<file path="config.mk">
export PLATFORM = sky130hd
export DESIGN_NAME = srfc_fade
export DESIGN_NICKNAME = d
export VERILOG_FILES = /design/src/srfc_pkg.sv /design/src/srfc_fade.sv
export SDC_FILE = /design/constraint.sdc
export NUM_CORES = 2
export LEC_CHECK = 0
export ABC_AREA = 1
export BUFFER_PORTS_ARGS = -buffer_cell sky130_fd_sc_hd__buf_2
export CORE_ASPECT_RATIO = 1.4
export CORE_MARGIN = 3
export CORE_UTILIZATION = 45
export DETAILED_ROUTE_END_ITERATION = 6
export GPL_TIMING_DRIVEN = 0
export HOLD_SLACK_MARGIN = 0.02
export PLACE_DENSITY = 0.64
export SLEW_MARGIN = 20
export SYNTH_ARGS = -nofsm -noshare
export SYNTH_HDL_FRONTEND = slang
export SYNTH_SLANG_ARGS = --single-unit
</file>
<file path="constraint.sdc">
create_clock -name clock -period 5.3 [get_ports clock]
set_input_delay 0.265 -clock clock [delete_from_list [all_inputs] [get_ports clock]]
set_output_delay 0.265 -clock clock [all_outputs]
set_load 0.01 [all_outputs]
</file>
<file path="src/srfc_pkg.sv">
`default_nettype none

package srfc_pkg;

   localparam int unsigned RING_FRAMES_DEF = 1024;
   localparam int unsigned FADE_LENGTH_DEF = 64;
   localparam int unsigned SAMPLE_W        = 16;
   localparam int unsigned FRAME_W         = 2 * SAMPLE_W;
   localparam int unsigned COUNT_W         = 32;
   localparam int unsigned FADE_CNT_W      = 11;

   // action codes
   localparam logic ACT_PUSH = 1'b0;
   localparam logic ACT_PULL = 1'b1;

   // lane order inside a stereo pair
   localparam int unsigned LANE_LEFT  = 0;
   localparam int unsigned LANE_RIGHT = 1;

   typedef logic [SAMPLE_W-1:0]        sample_type;
   typedef logic [1:0][SAMPLE_W-1:0]   stereo_type;
   typedef logic [COUNT_W-1:0]         count_type;
   typedef logic [FADE_CNT_W-1:0]      fade_cnt_type;

   typedef enum logic [1:0] {
      ST_IDLE,
      ST_LOAD,
      ST_FADE,
      ST_FIN
   } state_type;

   typedef struct packed {
      sample_type left_out;
      sample_type right_out;
      logic       evicted;
      logic       skipped_overrun;
      logic       underrun;
      logic       concealing;
      count_type  fill_level;
   } rsp_data_type;

   typedef struct packed {
      logic         valid;
      stereo_type   from_smp;
      stereo_type   x_smp;
      fade_cnt_type w_from;
      fade_cnt_type w_x;
   } fade_req_type;

   typedef struct packed {
      logic       valid;
      stereo_type smp;
   } fade_rsp_type;

endpackage

`default_nettype wire

</file>
<file path="src/srfc_fade.sv">
`default_nettype none

// four-stage crossfade: products, sum and magnitude, reciprocal multiply, fix-up
module srfc_fade import srfc_pkg::*; #(
   parameter int unsigned FADE_LENGTH = FADE_LENGTH_DEF
) (
   input  wire logic         clock,
   input  wire logic         reset,
   input  wire fade_req_type req,
   output fade_rsp_type      rsp
);

   localparam int unsigned ABS_W   = SAMPLE_W + $clog2(FADE_LENGTH);
   localparam int unsigned RECIP_W = ABS_W + 1;
   localparam int unsigned PROD_W  = SAMPLE_W + FADE_CNT_W + 1;
   localparam int unsigned SUM_W   = PROD_W + 1;
   localparam int unsigned QMUL_W  = ABS_W + RECIP_W;
   localparam logic [RECIP_W-1:0] RECIP = RECIP_W'((64'd1 << ABS_W) / FADE_LENGTH);
   localparam logic [ABS_W-1:0]   LEN   = ABS_W'(FADE_LENGTH);

   logic [3:0] valid_ff, valid_in;

   logic signed [PROD_W-1:0] p_from_ff [2];
   logic signed [PROD_W-1:0] p_from_in [2];
   logic signed [PROD_W-1:0] p_x_ff    [2];
   logic signed [PROD_W-1:0] p_x_in    [2];
   logic [ABS_W-1:0]         mag_ff    [2];
   logic [ABS_W-1:0]         mag_in    [2];
   logic                     neg_ff    [2];
   logic                     neg_in    [2];
   logic [ABS_W-1:0]         mag3_ff   [2];
   logic [ABS_W-1:0]         mag3_in   [2];
   logic                     neg3_ff   [2];
   logic                     neg3_in   [2];
   logic [SAMPLE_W-1:0]      q0_ff     [2];
   logic [SAMPLE_W-1:0]      q0_in     [2];
   stereo_type               res_ff, res_in;

   always_comb begin
      logic signed [PROD_W-1:0] a_ext;
      logic signed [PROD_W-1:0] b_ext;
      logic signed [SUM_W-1:0]  sum;
      logic [SUM_W-1:0]         abs_sum;
      logic [QMUL_W-1:0]        qmul;
      logic [ABS_W-1:0]         qn;
      logic [ABS_W-1:0]         rem;
      logic [SAMPLE_W-1:0]      q;
      valid_in = {valid_ff[2:0], req.valid};
      res_in   = res_ff;
      for (int c = 0; c < 2; c++) begin
         // stage 1: weighted products
         a_ext = {{(PROD_W-SAMPLE_W){req.from_smp[c][SAMPLE_W-1]}}, req.from_smp[c]};
         b_ext = {{(PROD_W-FADE_CNT_W){1'b0}}, req.w_from};
         p_from_in[c] = a_ext * b_ext;
         a_ext = {{(PROD_W-SAMPLE_W){req.x_smp[c][SAMPLE_W-1]}}, req.x_smp[c]};
         b_ext = {{(PROD_W-FADE_CNT_W){1'b0}}, req.w_x};
         p_x_in[c] = a_ext * b_ext;
         // stage 2: sum, split into sign and magnitude
         sum = {p_from_ff[c][PROD_W-1], p_from_ff[c]} + {p_x_ff[c][PROD_W-1], p_x_ff[c]};
         neg_in[c] = sum[SUM_W-1];
         abs_sum   = sum[SUM_W-1] ? SUM_W'(-sum) : SUM_W'(sum);
         mag_in[c] = abs_sum[ABS_W-1:0];
         // stage 3: quotient estimate, low by at most one
         qmul = QMUL_W'(mag_ff[c]) * QMUL_W'(RECIP);
         q0_in[c]   = qmul[ABS_W +: SAMPLE_W];
         mag3_in[c] = mag_ff[c];
         neg3_in[c] = neg_ff[c];
         // stage 4: remainder check, restore sign
         qn  = ABS_W'(q0_ff[c]) * LEN;
         rem = mag3_ff[c] - qn;
         q   = (rem >= LEN) ? q0_ff[c] + 1'b1 : q0_ff[c];
         if (valid_ff[2]) begin
            res_in[c] = neg3_ff[c] ? SAMPLE_W'(-q) : q;
         end
      end
   end

   always_ff @(posedge clock) begin
      if (reset) begin
         valid_ff <= '0;
      end else begin
         valid_ff <= valid_in;
      end
   end

   always_ff @(posedge clock) begin
      p_from_ff <= p_from_in;
      p_x_ff    <= p_x_in;
      mag_ff    <= mag_in;
      neg_ff    <= neg_in;
      mag3_ff   <= mag3_in;
      neg3_ff   <= neg3_in;
      q0_ff     <= q0_in;
      res_ff    <= res_in;
   end

   assign rsp.valid = valid_ff[3];
   assign rsp.smp   = res_ff;

endmodule

`default_nettype wire

</file>
Yosys cells after proc, flatten, opt, wreduce, memory -nomap -nowiden
Cells that the tools add are included.
{ "op_classes": {"mul": 4, "add_sub_neg": 10, "muxes": 6, "n_lt_le_gt_ge": 2} }
{ "op_table": {"columns": ["cell", "count"], "rows": [
  ["$mul A16 B12 Y28", 4],
  ["$mux W16", 4],
  ["$add A28 B28 Y29", 2],
  ["$ge A22 B7 Y1 const B", 2],
  ["$mux W22", 2],
  ["$neg A22 Y22", 2],
  ["$sub A22 B22 Y22", 2],
  ["$add A16 B1 Y16 const B", 2],
  ["$neg A16 Y16", 2]
]} }
{ "word_totals": {"ff_bits": 272, "word_cells": 39, "inputBits": 89} }

Depth between registers and ports, before layout
{ "depth": {"depth_word": 5, "ltp_mapped": 24} }

Least setup slack after synthesis
No wires, ideal clock.
{ "synth_timing": {"kind": "input-to-reg", "from": "input port req[37] (netlist bit)", "to": "register p_x_ff[55] (netlist bit)", "path_stages": 19, "setup_ns": 0.072, "required_ns": 5.228, "t_arrival_ns": 4.610, "setup_slack_ns": 0.619, "path_buffers": 1, "cell_sequence": "clkbuf_1 nand2_1 fa_1 inv_1 fa_1 inv_1 fa_1 inv_1 fa_1 inv_1 fa_1 inv_1 ha_1 nand2_1 nor2_1 nand2_1 o211a_1 nand3_1 xor2_1"} }
{ "synth_rtl": {"columns": ["element", "line_no", "text"], "rows": [
  ["start, declared", "srfc_fade.sv:9", "input wire fade_req_type req,"],
  ["end signal, assigned", "srfc_fade.sv:88", "p_x_ff <= p_x_in;"],
  ["end, declared", "srfc_fade.sv:25", "logic signed [PROD_W-1:0] p_x_ff [2];"]
]} }

==> out/summary.txt <==
STATUS
-------------------------------------------------------------------------------------
Status ................................................................. finished with violations
Violations in the final reports ........................................          DRC

FINISH
-------------------------------------------------------------------------------------
Most common cell after layout, fill and taps aside .....................        inv_1
Cell Count, Final, Fillers Out .........................................         5921
Total Nets Final .......................................................         5887
Growth of design area from synthesis to finish .........................        7.72%
Filler cell count ......................................................         8007
Register area ..........................................................     4650 µm²
Multi-input gate area ..................................................    26100 µm²
Share of final-layout standard cells stronger than drive strength 1 ....       0.0428
Commonest cells after routing, fill and taps aside ..................... inv_1 (1355), nand2_1 (1243), fa_1 (646)

DETAILED ROUTING
-------------------------------------------------------------------------------------
Vias per cell ..........................................................         4.81
Average detailed-routed wire length per instance .......................      15.3 µm
DRC violation count after routing ......................................            1
Antenna-violating nets left ............................................            0
Iteration-0 DRC count of the detailed router ...........................         1286
Aggregate routed wire length ...........................................     90400 µm
Number of detailed-routing iterations run before antenna repair ........            7
Via Count ..............................................................        28500

LOGIC SYNTHESIS
-------------------------------------------------------------------------------------
Async SR Flop Fraction .................................................            0
Sequential fraction of the synthesis area ..............................        0.128
Synthesized instance count .............................................         4696
Total nets after synthesis .............................................         5737
Number of warnings issued by yosys .....................................            0
Main synth FF type .....................................................      dfxtp_1
Register bit total from synthesis ......................................          216
Number of synthesized flops with an enable pin .........................           32
Yosys cell types .......................................................           45
Mean instance size in the synthesized netlist ..........................     7.75 µm²
Cell area after technology mapping .....................................    36400 µm²

CLOCKING
-------------------------------------------------------------------------------------
Clock sink count .......................................................          216
Clk_lat worst skew .....................................................      0.52 ns
Buffers inserted during post-CTS setup optimization ....................            0
Number of buffers created by CTS .......................................           24
Root buffer cell .......................................................    clkbuf_16
CTS tree ...............................................................          yes
Number of levels the H-tree was split into .............................            1
Clock-pin slew of the registers on the worst-case setup and hold paths .      0.06 ns
Number of buffers on the longest clock path ............................            3

GRT
-------------------------------------------------------------------------------------
Antenna violations before repair .......................................            3
Total Routing Usage GR .................................................        0.222
Total overflow reported by the global router ...........................            0
Maximum number of pins on one net before global-route repair ...........           18
Number of global-route vias before repair ..............................        29700
First-pass GRT wire length .............................................    149000 µm

DIE
-------------------------------------------------------------------------------------
Starting utilization of the core area ..................................        0.457
Horizontal die dimension ...............................................       246 µm
Count of standard-cell rows ............................................          122
Die Ht .................................................................       343 µm
Top-Level Pins .........................................................          122
Die Area ...............................................................    84400 µm²
Core region area .......................................................    79700 µm²

MIN PATH
-------------------------------------------------------------------------------------
Hold Crit Class ........................................................       in2reg

TIMING
-------------------------------------------------------------------------------------
Relative slew slack ....................................................        0.343
Final-report setup violation count .....................................            0
Share of the cycle needed by the critical path after routing ...........        0.956
Pin slew with the least headroom to its limit ..........................     0.986 ns
Max-slew violations ....................................................            0
Worst slack on hold paths ..............................................     0.144 ns
Final min period .......................................................      5.07 ns
Setup repair after global routing missed its margin ....................        false
Maximum clock frequency ................................................      197 MHz
Final Hold Vio Count ...................................................            0
Worst clock skew .......................................................   0.00770 ns

SETUP PATH
-------------------------------------------------------------------------------------
Crit path required time ................................................      5.75 ns
Crit-path max FO .......................................................           10
Cell seen most often among critical-path stages ........................         fa_1
Longest individual stage delay on the worst path .......................      0.62 ns
Cell-by-cell listing of the critical path .............................. buf_2, clkbuf_1, nand2_1, fa_1, inv_1, fa_1, inv_1, fa_1, fa_1, fa_1, inv_1, ha_1, nand2_1, nor4_1, nand2_1, o211ai_1, xor2_1
Top Family by Delay on Critical Path ...................................  adder cells
Worst Setup Start Kind .................................................    input pin
Crit path buf inv count ................................................            5
Critical-path cell with the highest stage delay ........................         fa_1
Endpoint kind of the worst setup timing path ...........................     register
Kind of critical path ..................................................       in2reg
Arrival time of data at the critical path endpoint .....................      5.52 ns

PLACEMENT
-------------------------------------------------------------------------------------
Total of buffers placed on input and output ports ......................          121
GPL Wtd Cong ...........................................................        0.936
HPWL reported at the end of detailed placement .........................     78600 µm
Count of placed standard cells including taps ..........................         5872

FLOW RUN
-------------------------------------------------------------------------------------
Maximum capacitance violations .........................................            0

==> worst paths after layout <==
check | startpoint | endpoint | slack [ns] | depth (start not counted)
worst max-delay path | req[7] | p_x_ff[53]$_DFF_P_ | 0.23 | 17
worst min-delay path | req[23] | p_x_ff[29]$_DFF_P_ | 0.14 | 4
worst min register to register | mag3_in[29]$_DFF_P_ | q0_ff[17]$_DFF_P_ | 0.32 | 0
worst max register to register | p_from_ff[0]$_DFF_P_ | mag3_in[15]$_DFF_P_ | 2.50 | 11
==> worst reg2reg max path, stage by stage (launching register included) <==
cell and delay, ns:
dfxtp_1 0.35, ha_1 0.26, fa_1 0.44, or2_2 0.28, nor2_1 0.13, nand3_1 0.08, nor2_1 0.26, nand3_1 0.18
nor2_1 0.18, nand3_2 0.13, o21ai_2 0.19, xor2_1 0.23
==> sequential cells by signal, indices dropped and copies added, names as in the netlist <==
signal,flops
p_from_ff,56
neg3_in,2
p_x_ff,56
neg3_ff,2
q0_ff,30
mag3_in,32
rsp,32
mag3_ff,2
valid_ff,4
==> area by class of cell <==
cell class | count | area share
antenna | 3 | 0.000191
buffer | 132 | 0.0132
clock buffer | 29 | 0.0169
clock inverter | 15 | 0.00386
inverter | 1357 | 0.130
multi-input combinational | 2988 | 0.667
sequential | 216 | 0.118
tap | 1054 | 0.0336
timing repair buffer | 127 | 0.0172
==> cells by family (layout without fill, tap and decap cells) <==
kind of cell    after synthesis  in the layout  share of synthesized area
flops                       216            216                      0.128
xor+xnor                    164            164                     0.0396
other cells                   0              3                          0
simple gates               1611           1611                      0.178
compound gates              261            261                     0.0403
fa+ha+maj                   952            952                      0.460
buf+inv                    1492           1660                      0.154
==> timing repair <==
item	CTS	global route
gates resized for setup	0	8
hold buffers	5	0
setup endpoints to repair	0	11
endpoints found under the hold margin	7	0
==> stage by stage <==
stage	util	TNS, ns	area (µm²)	setup slack (ns)
floorplan	-	0	36400	0.619
global placement	0.481	-6.04	38300	-0.375
detailed placement	0.481	-6.23	38400	-0.346
CTS	0.492	0	39200	0.191
global route	0.492	0	39200	0.00346
finish	0.492	0	39200	0.233
==> cell usage after synthesis (3+ instances only) <==
cell	number	share of area
o31ai_1	3	0.00062
nor2_2	6	0.0010
o21bai_1	8	0.0016
nor3_1	31	0.0043
a211oi_1	4	0.00082
or2_2	4	0.00069
nand4_1	28	0.0048
o211ai_1	4	0.00082
nand3b_1	7	0.0014
inv_1	1355	0.14
o21ai_0	61	0.0084
clkbuf_1	132	0.014
xnor2_1	63	0.015
nand2_1	1243	0.13
a21oi_1	133	0.018
nand2_2	6	0.0010
xor2_1	100	0.024
fa_1	646	0.36
nand3_2	9	0.0025
o21ai_1	4	0.00055
o21a_1	4	0.00082
nand3_1	120	0.016
a21boi_0	3	0.00062
edfxtp_1	32	0.026
a21o_1	10	0.0021
ha_1	306	0.11
o21ai_2	5	0.0012
dfxtp_1	184	0.10
nor2_1	146	0.015
a31oi_1	16	0.0027
nor4_1	6	0.0010
==> metal layers <==
metal  vias to the layer above  wire, µm  global-route usage
li1                      13900         -                   -
met1                     13700     35900               0.267
met2                       709     45100               0.394
met3                       194      5070              0.0330
met4                         0      4280              0.0946
met5                         -         0                   0
Power is left out: the tool's default activity adds up to more than one toggle a clock period on the data nets, which glitch-free logic cannot reach.
